File: src/sv/box_filter_mean_top_macros.svh
// Assertion helpers shared by the filter modules.
`ifndef BOX_FILTER_MEAN_TOP_MACROS_SVH
`define BOX_FILTER_MEAN_TOP_MACROS_SVH

// Same-cycle implication, disabled while reset is held.
`define BFM_ASSERT_IMP(label, ck, rn, ante, cons, msg) \
    label: assert property (@(posedge ck) disable iff (!rn) (ante) |-> (cons)) \
        else $error(msg);

// Next-cycle implication, disabled while reset is held.
`define BFM_ASSERT_NXT(label, ck, rn, ante, cons, msg) \
    label: assert property (@(posedge ck) disable iff (!rn) (ante) |=> (cons)) \
        else $error(msg);

`endif

File: src/sv/bfm_pkg.sv
package bfm_pkg;

    localparam int DEF_MAX_WINDOW = 15;
    localparam int DEF_MAX_WIDTH  = 1024;

    localparam int WIN_W   = 4;
    localparam int FW_W    = 11;
    localparam int ROW_W   = 12;
    localparam int CH_W    = 8;
    localparam int PIX_W   = 3 * CH_W;
    localparam int S_W     = WIN_W - 1;
    localparam int N_W     = 2 * WIN_W;
    localparam int SUM_W   = 16;
    localparam int CIDX_W  = 4;
    localparam int CDAT_W  = ROW_W;
    localparam int FIFO_DEPTH = 2;

    localparam logic OP_PIXEL = 1'b0;
    localparam logic OP_DRAIN = 1'b1;

    typedef enum logic [CIDX_W-1:0] {
        REG_WINDOW_SIZE  = 4'd0,
        REG_FRAME_WIDTH  = 4'd1,
        REG_FRAME_HEIGHT = 4'd2,
        REG_COLOR_MODE   = 4'd3
    } cfg_reg_t;

    typedef enum logic [2:0] {
        B_IDLE,
        B_SUM,
        B_LAST,
        B_PREP,
        B_DIV,
        B_DONE
    } back_state_t;

    typedef struct packed {
        logic              filter_on;
        logic              color;
        logic [WIN_W-1:0]  win;
        logic [S_W-1:0]    half;
        logic [N_W-1:0]    area;
        logic [FW_W-1:0]   width;
        logic [ROW_W-1:0]  height;
    } filt_cfg_t;

endpackage

File: src/sv/bfm_front.sv
module bfm_front
    import bfm_pkg::*;
#(
    parameter int MAX_WINDOW = DEF_MAX_WINDOW,
    parameter int MAX_WIDTH  = DEF_MAX_WIDTH
)
(
    input  logic                                             clk,
    input  logic                                             rst_n,
    input  logic                                             in_valid,
    output logic                                             in_stall,
    input  logic                                             op,
    input  logic [CH_W-1:0]                                  chan_a,
    input  logic [CH_W-1:0]                                  chan_b,
    input  logic [CH_W-1:0]                                  chan_c,
    input  logic                                             cfg_valid,
    output logic                                             cfg_ready,
    input  logic [CIDX_W-1:0]                                cfg_index,
    input  logic [CDAT_W-1:0]                                cfg_data,
    output logic                                             mem_we,
    output logic [$clog2(MAX_WINDOW)+$clog2(MAX_WIDTH)-1:0]  mem_waddr,
    output logic [PIX_W-1:0]                                 mem_wdata,
    output logic                                             push,
    output logic [ROW_W+$clog2(MAX_WIDTH)+$clog2(MAX_WINDOW):0] push_data,
    input  logic                                             fifo_full,
    input  logic                                             fifo_empty,
    input  logic                                             back_idle,
    output filt_cfg_t                                        cfg
);

    localparam int CW    = $clog2(MAX_WIDTH);
    localparam int SLW   = $clog2(MAX_WINDOW);
    localparam int WW    = CW + 1;
    localparam int IDX_W = ROW_W + CW;
    localparam int DLY_W = S_W + WW + 1;

    logic [WIN_W-1:0] win_reg;
    logic [FW_W-1:0]  fw_reg;
    logic [ROW_W-1:0] fh_reg;
    logic             color_reg;

    logic [ROW_W-1:0] in_row_reg;
    logic [CW-1:0]    in_col_reg;
    logic [SLW-1:0]   in_slot_reg;
    logic [IDX_W-1:0] in_idx_reg;
    logic [ROW_W-1:0] out_row_reg;
    logic [CW-1:0]    out_col_reg;
    logic [SLW-1:0]   out_slot_reg;
    logic [IDX_W-1:0] out_idx_reg;

    logic [WW-1:0]    w_eff;
    logic [ROW_W-1:0] h_eff;
    logic             filter_on;
    logic [S_W-1:0]   half;
    logic [DLY_W-1:0] delay;
    logic             in_done;
    logic             acc;
    logic             pix_take;
    logic             drain_take;
    logic [WW-1:0]    in_col_inc;
    logic [WW-1:0]    out_col_inc;
    logic [IDX_W-1:0] in_idx_inc;
    logic             emit;
    logic             out_last;
    logic             cfg_hit;

    always_comb
    begin
        if (fw_reg == '0)
        begin
            w_eff = WW'(1);
        end
        else if (32'(fw_reg) > MAX_WIDTH)
        begin
            w_eff = WW'(MAX_WIDTH);
        end
        else
        begin
            w_eff = WW'(fw_reg);
        end
    end

    assign h_eff     = (fh_reg == '0) ? ROW_W'(1) : fh_reg;
    assign filter_on = win_reg[0] && (32'(win_reg) <= MAX_WINDOW);
    assign half      = win_reg[WIN_W-1:1];
    assign delay     = filter_on ? (DLY_W'(half) * DLY_W'(w_eff) + DLY_W'(half)) : '0;

    assign cfg.filter_on = filter_on;
    assign cfg.color     = color_reg;
    assign cfg.win       = win_reg;
    assign cfg.half      = half;
    assign cfg.area      = N_W'({4'b0, win_reg} * {4'b0, win_reg});
    assign cfg.width     = FW_W'(w_eff);
    assign cfg.height    = h_eff;

    // Pixels wait until the back end is quiet so no pending window gets overwritten.
    assign in_stall   = (op == OP_DRAIN) ? fifo_full : !(fifo_empty && back_idle);
    assign acc        = in_valid && !in_stall;
    assign in_done    = (in_row_reg >= h_eff);
    assign pix_take   = acc && (op == OP_PIXEL) && !in_done;
    assign drain_take = acc && (op == OP_DRAIN) && in_done;

    assign in_col_inc  = WW'(in_col_reg) + WW'(1);
    assign out_col_inc = WW'(out_col_reg) + WW'(1);
    assign in_idx_inc  = in_idx_reg + IDX_W'(1);

    assign emit     = (pix_take && ((in_idx_inc - out_idx_reg) > IDX_W'(delay))) || drain_take;
    assign out_last = (out_row_reg == h_eff - ROW_W'(1)) && (out_col_inc == w_eff);

    assign push      = emit;
    assign push_data = {out_row_reg, out_col_reg, out_slot_reg, out_last};

    assign mem_we    = pix_take;
    assign mem_waddr = {in_slot_reg, in_col_reg};
    assign mem_wdata = {chan_c, chan_b, chan_a};

    assign cfg_ready = 1'b1;
    assign cfg_hit   = cfg_valid && ((cfg_index == REG_WINDOW_SIZE) ||
                                     (cfg_index == REG_FRAME_WIDTH) ||
                                     (cfg_index == REG_FRAME_HEIGHT) ||
                                     (cfg_index == REG_COLOR_MODE));

    always_ff @(posedge clk or negedge rst_n)
    begin
        if (!rst_n)
        begin
            win_reg   <= WIN_W'(3);
            fw_reg    <= FW_W'(640);
            fh_reg    <= ROW_W'(480);
            color_reg <= 1'b0;
        end
        else if (cfg_valid)
        begin
            case (cfg_index)
                REG_WINDOW_SIZE:  win_reg   <= cfg_data[WIN_W-1:0];
                REG_FRAME_WIDTH:  fw_reg    <= cfg_data[FW_W-1:0];
                REG_FRAME_HEIGHT: fh_reg    <= cfg_data[ROW_W-1:0];
                REG_COLOR_MODE:   color_reg <= cfg_data[0];
                default:          ;
            endcase
        end
    end

    always_ff @(posedge clk or negedge rst_n)
    begin
        if (!rst_n)
        begin
            in_row_reg   <= '0;
            in_col_reg   <= '0;
            in_slot_reg  <= '0;
            in_idx_reg   <= '0;
            out_row_reg  <= '0;
            out_col_reg  <= '0;
            out_slot_reg <= '0;
            out_idx_reg  <= '0;
        end
        else if (cfg_hit)
        begin
            in_row_reg   <= '0;
            in_col_reg   <= '0;
            in_slot_reg  <= '0;
            in_idx_reg   <= '0;
            out_row_reg  <= '0;
            out_col_reg  <= '0;
            out_slot_reg <= '0;
            out_idx_reg  <= '0;
        end
        else
        begin
            if (pix_take)
            begin
                in_idx_reg <= in_idx_inc;
                if (in_col_inc >= w_eff)
                begin
                    in_col_reg  <= '0;
                    in_row_reg  <= in_row_reg + ROW_W'(1);
                    in_slot_reg <= (in_slot_reg == SLW'(MAX_WINDOW - 1)) ? '0
                                                                         : in_slot_reg + SLW'(1);
                end
                else
                begin
                    in_col_reg <= in_col_inc[CW-1:0];
                end
            end
            if (emit)
            begin
                if (out_last)
                begin
                    // wrap to a new frame
                    in_row_reg   <= '0;
                    in_col_reg   <= '0;
                    in_slot_reg  <= '0;
                    in_idx_reg   <= '0;
                    out_row_reg  <= '0;
                    out_col_reg  <= '0;
                    out_slot_reg <= '0;
                    out_idx_reg  <= '0;
                end
                else
                begin
                    out_idx_reg <= out_idx_reg + IDX_W'(1);
                    if (out_col_inc >= w_eff)
                    begin
                        out_col_reg  <= '0;
                        out_row_reg  <= out_row_reg + ROW_W'(1);
                        out_slot_reg <= (out_slot_reg == SLW'(MAX_WINDOW - 1)) ? '0
                                                                    : out_slot_reg + SLW'(1);
                    end
                    else
                    begin
                        out_col_reg <= out_col_inc[CW-1:0];
                    end
                end
            end
        end
    end

endmodule

File: config.mk
export PLATFORM = sky130hd
export DESIGN_NAME = bfm_front
export DESIGN_NICKNAME = d
export VERILOG_FILES = /design/src/sv/box_filter_mean_top_macros.svh /design/src/sv/bfm_pkg.sv /design/src/sv/bfm_front.sv
export SDC_FILE = /design/constraint.sdc
export NUM_CORES = 1
export LEC_CHECK = 0
export BUFFER_PORTS_ARGS = -buffer_cell sky130_fd_sc_hd__buf_2
export CORE_MARGIN = 10
export CORE_UTILIZATION = 40
export DETAILED_ROUTE_END_ITERATION = 16
export HOLD_SLACK_MARGIN = 0.08
export REMOVE_ABC_BUFFERS = 1
export SLEW_MARGIN = 20
export SYNTH_ARGS = -nofsm -noshare
export SYNTH_HDL_FRONTEND = slang
export SYNTH_SLANG_ARGS = --single-unit
File: constraint.sdc
create_clock -name clk -period 9.4 [get_ports clk]
set_input_delay 0.47 -clock clk [delete_from_list [all_inputs] [get_ports clk]]
set_output_delay 0.47 -clock clk [all_outputs]
set_load 0.01 [all_outputs]
==> results.txt, run 1 <==
----------------------------------------------------
[Setup path]
  Critical-path top delay cell ... sky130_fd_sc_hd__or4_1
  Largest incremental delay on the critical path ... 0.69 ns
  Cell seen most often among critical-path stages ... sky130_fd_sc_hd__nor2_1
  Startpoint of the most critical setup path ... fw_reg[6]$_DFFE_PN0P_
  Critical Setup Path Class ... reg -> out
  Register-to-register setup slack ... 1.70 ns
  Logic depth of the worst setup path including buffers ... 29
  Worst EP required ... 8.93 ns
  Data arrival, critical path ... 7.62 ns
  Critical path buffer and inverter count ... 4
  Reg-to-Reg Start ... fw_reg[6]$_DFFE_PN0P_
  Type of element launching the critical path ... flop
  Kind of cell with the highest combined delay on the critical path ... simple AND/OR/NAND/NOR gates
  Critical path capture point type ... output pin
  Critical R2R Capture ... out_row_reg[1]$_DFFE_PN0P_
  Length in cells of the worst reg-to-reg path ... 28
  Highest net fanout along the worst path ... 18

[Global routing]
  Initial antenna violation count ... 0
  Global routing usage on met2 ... 0.2734
  GRT overflow ... 0
  Most congested layer reported by global routing ... met2
  Total Routing Usage GR ... 0.1785
  Met1 GRT Util ... 0.2453
  Global-route wire length before repair ... 48560 um
  Maximum number of pins on one net before global-route repair ... 69
  Via count of the first global-routing pass ... 8991
  Met3 Usage GRT ... 0.04822

[Die]
  Die width ... 183.7 um
  DIE AREA ... 0.03373 mm2
  Overall die height ... 183.7 um
  Initial Util ... 0.4088
  Core Box Area ... 0.02621 mm2
  Placement Rows ... 59
  Number of top-level pins ... 157

[Power]
  Overall power consumption ... 2.375 mW
  Power density normalized to cell area ... 200.8 mW/mm2
  Worst IR drop on VDD ... 0.0001124 V
  Leak Pwr ... 5.690 nW

[Detailed routing]
  Vias after detailed routing ... 9159
  1st-pass router iterations ... 5
  Number of remaining DRC errors ... 0
  DRT antenna net count ... 0
  DR WL/cell ... 18.11 um
  Vias per inst ... 5.491
  Drt initial violations ... 622
  WL final ... 30210 um

[STA]
  Tcrit/Tclk final ... 0.8603
  Slew at the pin with the worst max-slew slack ... 0.9542 ns
  Unrepaired setup endpoints after global routing ... no
  FMAX ... 0.1237 GHz
  Worst clock skew ... 0.01253 ns
  Count of final max-slew check failures ... 0
  Setup TNS Final ... 0 ns
  Crit path time final ... 8.087 ns
  Setup violation total in the final timing report ... 0
  Slew HR ... 0.3589
  Total count of hold-check failures in the final report ... 0

[Final layout]
  Post-route cell area ... 0.01183 mm2
  Nets ... 1490
  Total area of multi-input combinational cells ... 0.006900 mm2
  Number of filler cells placed in the layout ... 2615
  Layout cell share with drive strength beyond 1 ... 0.1365
  Reg area ... 0.003113 mm2
  Number of antenna cells inserted ... 0
  Area Overhead vs Synth ... 10.39%
  Layout Utilization ... 0.4513
  Most common cell after layout, fill and taps aside ... sky130_fd_sc_hd__dfrtp_1
  Most frequent cells in the layout ... sky130_fd_sc_hd__dfrtp_1, sky130_fd_sc_hd__nor2_1, sky130_fd_sc_hd__ha_1, sky130_fd_sc_hd__nand2_1, sky130_fd_sc_hd__buf_2

[Synthesis]
  Avg Inst Size Synth ... 8.416 um2
  Cell area after synthesis ... 0.01071 mm2
  Distinct cell type count after synthesis ... 65
  Post-synthesis adder-cell area fraction ... 0.1516
  Yosys Warn Count ... 0
  Post-synthesis simple-gate area fraction ... 0.2288
  Post-synthesis sequential area ratio ... 0.2906
  Leading post-synthesis cells by cell area ... sky130_fd_sc_hd__dfrtp_1, sky130_fd_sc_hd__ha_1, sky130_fd_sc_hd__xor2_1, sky130_fd_sc_hd__xnor2_1, sky130_fd_sc_hd__nor2_1
  Compound-gate portion of the synthesized area ... 0.1435
  Register bit total from synthesis ... 124
  Library cell with the largest summed area after synthesis ... sky130_fd_sc_hd__dfrtp_1
  Post-synthesis xor/xnor area fraction ... 0.09483
  Number of enable flip-flop cells after synthesis ... 0
  Flip-flop cell with the highest count after synthesis ... sky130_fd_sc_hd__dfrtp_1
  Number of instances in the synthesized netlist ... 1273
  Mux cell area share after synthesis ... 0.02347
  Share of the synthesized area in the top cell type ... 0.2709
  Dominant combinational cell family by area after synthesis ... simple AND/OR/NAND/NOR gates
  Share of synthesized registers carrying an async set or reset ... 1.000

[Min path]
  Worst hold path class ... in -> async

[Placement]
  IO buf count ... 106
  Placement-stage cell area ... 0.01127 mm2
  Final weighted congestion of routability-driven global placement ... 0.8405
  Half-perimeter wire length of the detailed placement result ... 23170 um

[Clock tree]
  Clock transition at the registers of the reported paths ... 0.06 ns
  Hold-fix buffers, CTS ... 0
  Clock H-tree levels ... 4
  CTS Root Cell ... sky130_fd_sc_hd__clkbuf_16
  Clock insertion delay at the later pin of the skew report ... 0.43 ns
  Cts bufs inserted ... 17
  Clock sink count ... 124
  Total of cells resized after clock tree synthesis ... 0
  Buffers inserted by post-CTS timing repair ... 0
  CTS tree ... built
  Maximum clock insertion buffer count ... 2

[Status]
  Run status ... complete, no violations

[Run]
  Max-cap violations ... 0

----------------------------------------------------
-- power breakdown --
| group | switching, mW | leakage [nW] | total (mW) | internal [mW] |
|---|---|---|---|---|
| sequential | 0.111 | 1.63 | 0.722 | 0.611 |
| clock | 0.249 | 0.265 | 0.625 | 0.375 |
| combinational | 0.589 | 3.79 | 1.03 | 0.440 |
-- cell families after synthesis --
group	Yosys count
other	2
muxes	23
buffers and inverters	151
xor gates and xnor gates	116
DFF	124
and+or+nand+nor	485
adders and majority gates	122
AOI/OAI and AO/OA	250
-- final cells by class --
class	count	share of cell area
Inverter	64	0.02031
Clock inverter	11	0.007934
Sequential cell	124	0.2632
Tap cell	335	0.03544
Multi-Input combinational cell	998	0.5834
Timing Repair Buffer	115	0.05078
Clock buffer	21	0.03893
-- Yosys cell counts (18+ instances only) --
cell                       count
sky130_fd_sc_hd__dfrtp_1     116
sky130_fd_sc_hd__or3_1        20
sky130_fd_sc_hd__xor2_1       64
sky130_fd_sc_hd__inv_1        64
sky130_fd_sc_hd__and3_1       29
sky130_fd_sc_hd__clkbuf_1     45
sky130_fd_sc_hd__nand3_1      59
sky130_fd_sc_hd__nor2_1      111
sky130_fd_sc_hd__nor2b_1      23
sky130_fd_sc_hd__o21ai_1      22
sky130_fd_sc_hd__nand4_1      22
sky130_fd_sc_hd__nand2_1     106
sky130_fd_sc_hd__xnor2_1      52
sky130_fd_sc_hd__and2_1       46
sky130_fd_sc_hd__buf_4        33
sky130_fd_sc_hd__nor3_1       18
sky130_fd_sc_hd__o21ai_0      62
sky130_fd_sc_hd__a21oi_1      69
sky130_fd_sc_hd__ha_1        109
-- per-stage QoR --
step                std cells  hold WS (ns)  worst slack [ns]
CTS                      1668        0.1459             1.326
global placement         1636        0.4561             1.853
detailed placement       1636        0.4667             1.738
global route             1668        0.1666            0.7970
floorplan                1186        0.1744             1.779
finish                   1668        0.1196             1.313
-- routing by layer --
layer | vias up | routed length [um]
met5 | - | 0
met4 | 0 | 287
met3 | 19 | 2002
met2 | 244 | 13610
met1 | 4384 | 14310
li1 | 4512 | -
-- worst reg2reg max path, delay by kind of cell, from the launching register on --
kind	cells	cell delay, ns
AOI/OAI and AO/OA	11	2.67
and+or+nand+nor	11	2.52
adders and majority gates	4	1.83
DFF	1	0.38
xor gates and xnor gates	1	0.16
buffers and inverters	1	0.05
-- how the worst max path moves through the flow --
| stage | end | slack [ns] |
|---|---|---|
| 4_1_cts | push | 1.33 |
| 3_5_place_dp | out_row_reg[1]$_DFFE_PN0P_ | 1.74 |
| 5_1_grt | push | 0.80 |
| 6_report | push | 1.31 |
| 2_1_floorplan | in_row_reg[10]$_DFF_PN0_ | 1.78 |
| 3_3_place_gp | out_row_reg[1]$_DFFE_PN0P_ | 1.85 |
Power figures use the tool's default switching activity.
==> run 2: changes to the inputs <==
- PLACE_DENSITY: unset -> 0.65
==> run 2 against run 1 <==
Against the previous run:
- clock skew shrank 0.00099 ns
- via count grew 1.2%
- critical path depth shrank 1
- non-clock buffer count is the same
- hold slack gained 0.15 ns
- cell count is the same
- combinational power is essentially flat
- power grew 3.7%
- sequential cell count is the same
==> results.txt, run 2 (same netlist as run 1, synthesis figures left out) <==
----------------------------------------------------
[Status]
  Run status ... complete, no violations

[STA]
  Slew at the pin with the worst max-slew slack ... 1.134 ns (+0.1796 ns)
  Worst hold slack ... 0.2670 ns (+0.1473 ns)
  Crit path time final ... 7.883 ns (-0.2037 ns)
  Setup violation total in the final timing report ... 0 (unchanged)
  Count of final max-slew check failures ... 0 (unchanged)
  Total count of hold-check failures in the final report ... 0 (unchanged)
  FMAX ... 0.1269 GHz (+2.6%)
  Worst clock skew ... 0.01154 ns (-0.0009903 ns)
  Slew HR ... 0.2371 (-0.1218)
  Unrepaired setup endpoints after global routing ... no
  Tcrit/Tclk final ... 0.8386 (-0.02167)
  Setup TNS Final ... 0 ns (unchanged)

[Die]
  Placement Rows ... 59 (unchanged)
  Core Box Area ... 0.02621 mm2 (unchanged)
  Initial Util ... 0.4088 (unchanged)
  Number of top-level pins ... 157 (unchanged)
  Die width ... 183.7 um (unchanged)
  DIE AREA ... 0.03373 mm2 (unchanged)
  Overall die height ... 183.7 um (unchanged)

[Final layout]
  Reg area ... 0.003113 mm2 (unchanged)
  Number of antenna cells inserted ... 0 (unchanged)
  Final Instance Count excl. Fillers ... 1668 (unchanged)
  Number of filler cells placed in the layout ... 2528 (-3.3%)
  Most common cell after layout, fill and taps aside ... sky130_fd_sc_hd__dfrtp_1
  Area Overhead vs Synth ... 11.18%
  Total area of multi-input combinational cells ... 0.006894 mm2 (about the same)
  Layout cell share with drive strength beyond 1 ... 0.1350 (-0.001500)
  Nets ... 1490 (unchanged)
  Most frequent cells in the layout ... sky130_fd_sc_hd__dfrtp_1, sky130_fd_sc_hd__nor2_1, sky130_fd_sc_hd__ha_1, sky130_fd_sc_hd__nand2_1, sky130_fd_sc_hd__buf_2

[Setup path]
  Worst EP required ... 8.93 ns (about the same)
  Critical path capture point type ... output pin
  Critical Setup Path Class ... reg -> out
  Highest net fanout along the worst path ... 7 (-11)
  Reg-to-Reg Start ... fw_reg[6]$_DFFE_PN0P_
  Kind of cell with the highest combined delay on the critical path ... compound AO/OA/AOI/OAI gates
  Startpoint of the most critical setup path ... fw_reg[6]$_DFFE_PN0P_
  Critical path buffer and inverter count ... 3 (-1)
  Largest incremental delay on the critical path ... 0.71 ns (+0.02 ns)
  Critical-path top delay cell ... sky130_fd_sc_hd__or4_1
  Data arrival, critical path ... 7.41 ns (-0.21 ns)
  Type of element launching the critical path ... flop

[Global routing]
  Total Routing Usage GR ... 0.1772 (-0.001294)
  Maximum number of pins on one net before global-route repair ... 82 (+19%)
  GRT overflow ... 0 (unchanged)
  Global-route wire length before repair ... 48670 um (+0.21%)
  Initial antenna violation count ... 0 (unchanged)
  Via count of the first global-routing pass ... 9040 (+0.54%)

[Detailed routing]
  Vias after detailed routing ... 9271 (+1.2%)
  Vias per inst ... 5.558 (+1.2%)
  DRT antenna net count ... 0 (unchanged)
  1st-pass router iterations ... 5 (unchanged)
  DR WL/cell ... 17.88 um (-1.3%)
  WL final ... 29830 um (-1.3%)
  Number of remaining DRC errors ... 0 (unchanged)
  Drt initial violations ... 531 (-15%)

[Clock tree]
  Clock sink count ... 124 (unchanged)
  CTS Root Cell ... sky130_fd_sc_hd__clkbuf_16
  Clock H-tree levels ... 4 (unchanged)
  Clock transition at the registers of the reported paths ... 0.06 ns (about the same)
  Cts bufs inserted ... 17 (unchanged)
  Clock insertion delay at the later pin of the skew report ... 0.43 ns (about the same)
  Buffers inserted by post-CTS timing repair ... 0 (unchanged)
  Maximum clock insertion buffer count ... 2 (unchanged)
  CTS tree ... built

[Power]
  Overall power consumption ... 2.464 mW (+3.7%)
  Leak Pwr ... 5.724 nW (+0.61%)
  Power density normalized to cell area ... 206.8 mW/mm2 (+3.0%)
  Worst IR drop on VDD ... 0.0001032 V (-8.2%)

[Placement]
  IO buf count ... 106 (unchanged)
  Half-perimeter wire length of the detailed placement result ... 22980 um (-0.83%)
  Final weighted congestion of routability-driven global placement ... 0.8654 (+3.0%)
  Cell count after placement ... 1635 (-0.061%)

[Min path]
  Hold path startpoint ... cfg_data[11]
  Worst hold path class ... in -> reg

[Run]
  Max-cap violations ... 0 (unchanged)

----------------------------------------------------
## run 2: cell types whose count changed in the layout (fill, tap and decap cells not counted)
| cell | previous run | this run |
|---|---|---|
| sky130_fd_sc_hd__buf_4 | 10 | 8 |
| sky130_fd_sc_hd__buf_6 | 0 | 1 |
| sky130_fd_sc_hd__bufinv_16 | 1 | 4 |
| sky130_fd_sc_hd__clkbuf_8 | 2 | 3 |
| sky130_fd_sc_hd__clkinv_2 | 5 | 1 |
| sky130_fd_sc_hd__clkinv_4 | 0 | 1 |
| sky130_fd_sc_hd__dlygate4sd3_1 | 0 | 1 |
| sky130_fd_sc_hd__inv_6 | 1 | 0 |
| sky130_fd_sc_hd__nor4_1 | 11 | 12 |
| sky130_fd_sc_hd__nor4_2 | 1 | 0 |
## run 2: worst paths after layout
kind                                                     to  slack, ns  depth (start not counted)
worst min-delay path                 fh_reg[11]$_DFFE_PN0P_       0.27                          3
worst max-delay path                                   push       1.52                         28
worst max register to register   out_row_reg[1]$_DFFE_PN0P_       1.73                         28
min in group asynchronous       out_idx_reg[18]$_DFFE_PN0P_       0.60                          2
worst min register to register  out_idx_reg[19]$_DFFE_PN0P_       0.47                          1
max in group asynchronous           in_row_reg[5]$_DFF_PN0_       7.62                          3
## run 2: per-stage QoR
step                      setup slack (ns)  instance area (um2)    util
after floorplan                      1.779                10240       -
after global placement               1.961                11260  0.4296
after detailed placement             1.800                11260  0.4296
after CTS                            1.488                11910  0.4544
after global routing                0.9918                11910  0.4545
final                                1.517                11910  0.4545
## run 2: where the power goes
part,internal [mW],leakage (nW),switching (mW)
combinational,0.442,3.79,0.591
clock,0.465,0.299,0.248
sequential,0.611,1.63,0.109
## run 2: final cells by class
class / instances / share of cell area
Tap cell: 335 / 0.03519
Multi-Input combinational cell: 998 / 0.5788
Clock buffer: 22 / 0.03981
Inverter: 64 / 0.02017
Timing Repair Buffer: 115 / 0.05095
Sequential cell: 124 / 0.2613
Clock inverter: 10 / 0.01376
## run 2: metal layers
metal  vias up  global-route usage  share of wire
met1      4425              0.2366           0.45
met2       287              0.2768           0.46
met3        37             0.04526          0.071
met4         0             0.05049          0.019
li1       4522                   -              -
met5         -            0.001479              0
## run 2: what timing repair did
item / in CTS / in global routing
gates resized for setup: 0 / 0
hold endpoints to repair: 35 / 0
hold buffers: 1 / 0
## run 2: tightest hold or removal path: stages
cell and delay (ns):
sky130_fd_sc_hd__buf_2 0.08, sky130_fd_sc_hd__nand2_1 0.04, sky130_fd_sc_hd__o21ai_0 0.06
==> run 3: changes to the inputs <==
- clock period: 9.4 -> 8.15 ns (I/O delays scaled with it)
==> run 3 against run 2 <==
Against the previous run:
- cell area grew 0.24%
- count of clock-buffer cells in the layout is 2 lower
- largest power group unchanged
- combinational power rose by 15%
==> results.txt, run 3 (same netlist as run 1, synthesis figures left out) <==
----------------------------------------------------
[Detailed routing]
  Drt initial violations ... 455 (-14%)
  Vias after detailed routing ... 9318 (+0.51%)
  WL final ... 30130 um (+1.0%)
  Vias per inst ... 5.580 (+0.39%)
  DRT antenna net count ... 0 (unchanged)
  DR WL/cell ... 18.04 um (+0.87%)
  1st-pass router iterations ... 5 (unchanged)
  Number of remaining DRC errors ... 0 (unchanged)

[Final layout]
  Final Instance Count excl. Fillers ... 1670 (+0.12%)
  Number of filler cells placed in the layout ... 2531 (+0.12%)
  Layout cell share with drive strength beyond 1 ... 0.1386 (+0.003543)
  Reg area ... 0.003113 mm2 (unchanged)
  Area Overhead vs Synth ... 11.44%
  Number of antenna cells inserted ... 0 (unchanged)
  Total area of multi-input combinational cells ... 0.006897 mm2 (about the same)
  Nets ... 1493 (+0.20%)
  Most common cell after layout, fill and taps aside ... sky130_fd_sc_hd__dfrtp_1
  Most frequent cells in the layout ... sky130_fd_sc_hd__dfrtp_1, sky130_fd_sc_hd__nor2_1, sky130_fd_sc_hd__ha_1, sky130_fd_sc_hd__nand2_1, sky130_fd_sc_hd__buf_2
  Layout Utilization ... 0.4556 (+0.001098)

[Setup path]
  Reg-to-Reg Start ... fw_reg[6]$_DFFE_PN0P_
  Type of element launching the critical path ... flop
  Data arrival, critical path ... 7.93 ns (+0.52 ns)
  Largest incremental delay on the critical path ... 0.66 ns (-0.05 ns)
  Critical path capture point type ... flop
  Startpoint of the most critical setup path ... fw_reg[6]$_DFFE_PN0P_
  Critical-path top delay cell ... sky130_fd_sc_hd__or4_1
  Worst EP required ... 8.50 ns (-0.43 ns)
  Critical Setup Path Class ... reg -> reg
  Highest net fanout along the worst path ... 22 (+15)

[Die]
  Initial Util ... 0.4088 (unchanged)
  Overall die height ... 183.7 um (unchanged)
  Placement Rows ... 59 (unchanged)
  Number of top-level pins ... 157 (unchanged)
  DIE AREA ... 0.03373 mm2 (unchanged)
  Core Box Area ... 0.02621 mm2 (unchanged)
  Die width ... 183.7 um (unchanged)

[STA]
  FMAX ... 0.1319 GHz
  Worst clock skew ... 0.01206 ns (+0.0005200 ns)
  Count of final max-slew check failures ... 0 (unchanged)
  Tcrit/Tclk final ... 0.9301
  Setup violation total in the final timing report ... 0 (unchanged)
  Total count of hold-check failures in the final report ... 0 (unchanged)
  Slew at the pin with the worst max-slew slack ... 0.8992 ns (-0.2347 ns)
  Slew HR ... 0.3979 (+0.1608)
  Unrepaired setup endpoints after global routing ... no
  Setup TNS Final ... 0 ns (unchanged)
  Crit path time final ... 7.580 ns

[Clock tree]
  Clock sink count ... 124 (unchanged)
  Cts bufs inserted ... 17 (unchanged)
  Clock transition at the registers of the reported paths ... 0.06 ns (about the same)
  Clock H-tree levels ... 4 (unchanged)
  Clock insertion delay at the later pin of the skew report ... 0.42 ns (about the same)
  CTS Root Cell ... sky130_fd_sc_hd__clkbuf_16
  CTS tree ... built
  Maximum clock insertion buffer count ... 2 (unchanged)

[Placement]
  IO buf count ... 106 (unchanged)
  Cell count after placement ... 1639 (+0.24%)
  Final weighted congestion of routability-driven global placement ... 0.8564 (-1.0%)
  Half-perimeter wire length of the detailed placement result ... 23110 um (+0.56%)

[Global routing]
  Maximum number of pins on one net before global-route repair ... 65 (-21%)
  Via count of the first global-routing pass ... 9288 (+2.7%)
  GRT overflow ... 0 (unchanged)
  Total Routing Usage GR ... 0.1801 (+0.002899)
  Global-route wire length before repair ... 49190 um (+1.1%)
  Initial antenna violation count ... 0 (unchanged)

[Power]
  Overall power consumption ... 2.856 mW (+16%)
  Leak Pwr ... 5.749 nW (+0.44%)
  Worst IR drop on VDD ... 0.0001342 V (+30%)
  Power density normalized to cell area ... 239.2 mW/mm2 (+16%)

[Status]
  Run status ... complete, no violations

[Run]
  Max-cap violations ... 0 (unchanged)

[Min path]
  Worst hold path class ... in -> async

----------------------------------------------------
## run 3: cell count changes in the layout (fill, tap and decap cells not counted), sizes merged
cell         before  now
clkinvlp          4    3
clkbuf           22   20
buf             114  118
clkinv            2    3
bufinv            4    5
dlygate4sd3       1    0
## run 3: metal layers
metal  global-route usage  up-vias  part of all wire
met5             0.001479        -                 0
li1                     -     4528                 -
met4              0.04656        0             0.019
met1               0.2372     4506              0.46
met3              0.04901       33             0.057
met2               0.2852      251              0.46
## run 3: final timing paths
kind / slack [ns] / end / cells past startpoint
max in group asynchronous: 6.75 / fw_reg[10]$_DFFE_PN0P_ / 2
worst max-delay path: 0.57 / in_idx_reg[12]$_DFF_PN0_ / 29
worst min-delay path: 0.09 / out_row_reg[5]$_DFFE_PN0P_ / 1
worst max register to register: 0.57 / in_idx_reg[12]$_DFF_PN0_ / 29
min in group clk: 0.19 / fh_reg[11]$_DFFE_PN0P_ / 3
worst min register to register: 0.49 / out_idx_reg[19]$_DFFE_PN0P_ / 1
## run 3: metrics by stage
step | setup WS, ns | instance area [um2] | hold WS, ns
finish | 0.5695 | 11940 | 0.08924
global route | 0.005855 | 11940 | 0.1510
CTS | 0.4977 | 11940 | 0.1353
detailed placement | 0.5439 | 11290 | 0.4751
global placement | 0.7048 | 11290 | 0.4572
floorplan | 0.5290 | 10240 | 0.1119
## run 3: area by class of cell
cell class                 instances  share of cell area
inverter                          64             0.02012
clock inverter                    11             0.01603
multi-input combinational        998              0.5776
sequential                       124              0.2607
clock buffer                      20             0.03825
tap                              335             0.03510
timing repair buffer             118             0.05218
## run 3: repair_timing
action | in CTS | in global routing
setup endpoints to repair | 0 | 22
hold buffers | 0 | 0
setup buffers | 0 | 0
resized for setup | 0 | 1
## run 3: where the power goes
| part | internal (mW) | switching, mW |
|---|---|---|
| combinational | 0.510 | 0.673 |
| clock | 0.556 | 0.284 |
| sequential | 0.704 | 0.128 |
| total | 1.77 | 1.09 |
## run 3: critical path: cells and delay by family (launching register included)
| family | cells | cell delay [ns] |
|---|---|---|
| simple gates | 8 | 1.82 |
| xor+xnor | 1 | 0.14 |
| fa+ha+maj | 4 | 1.68 |
| buf+inv | 2 | 0.38 |
| flops | 1 | 0.39 |
| compound gates | 14 | 3.09 |
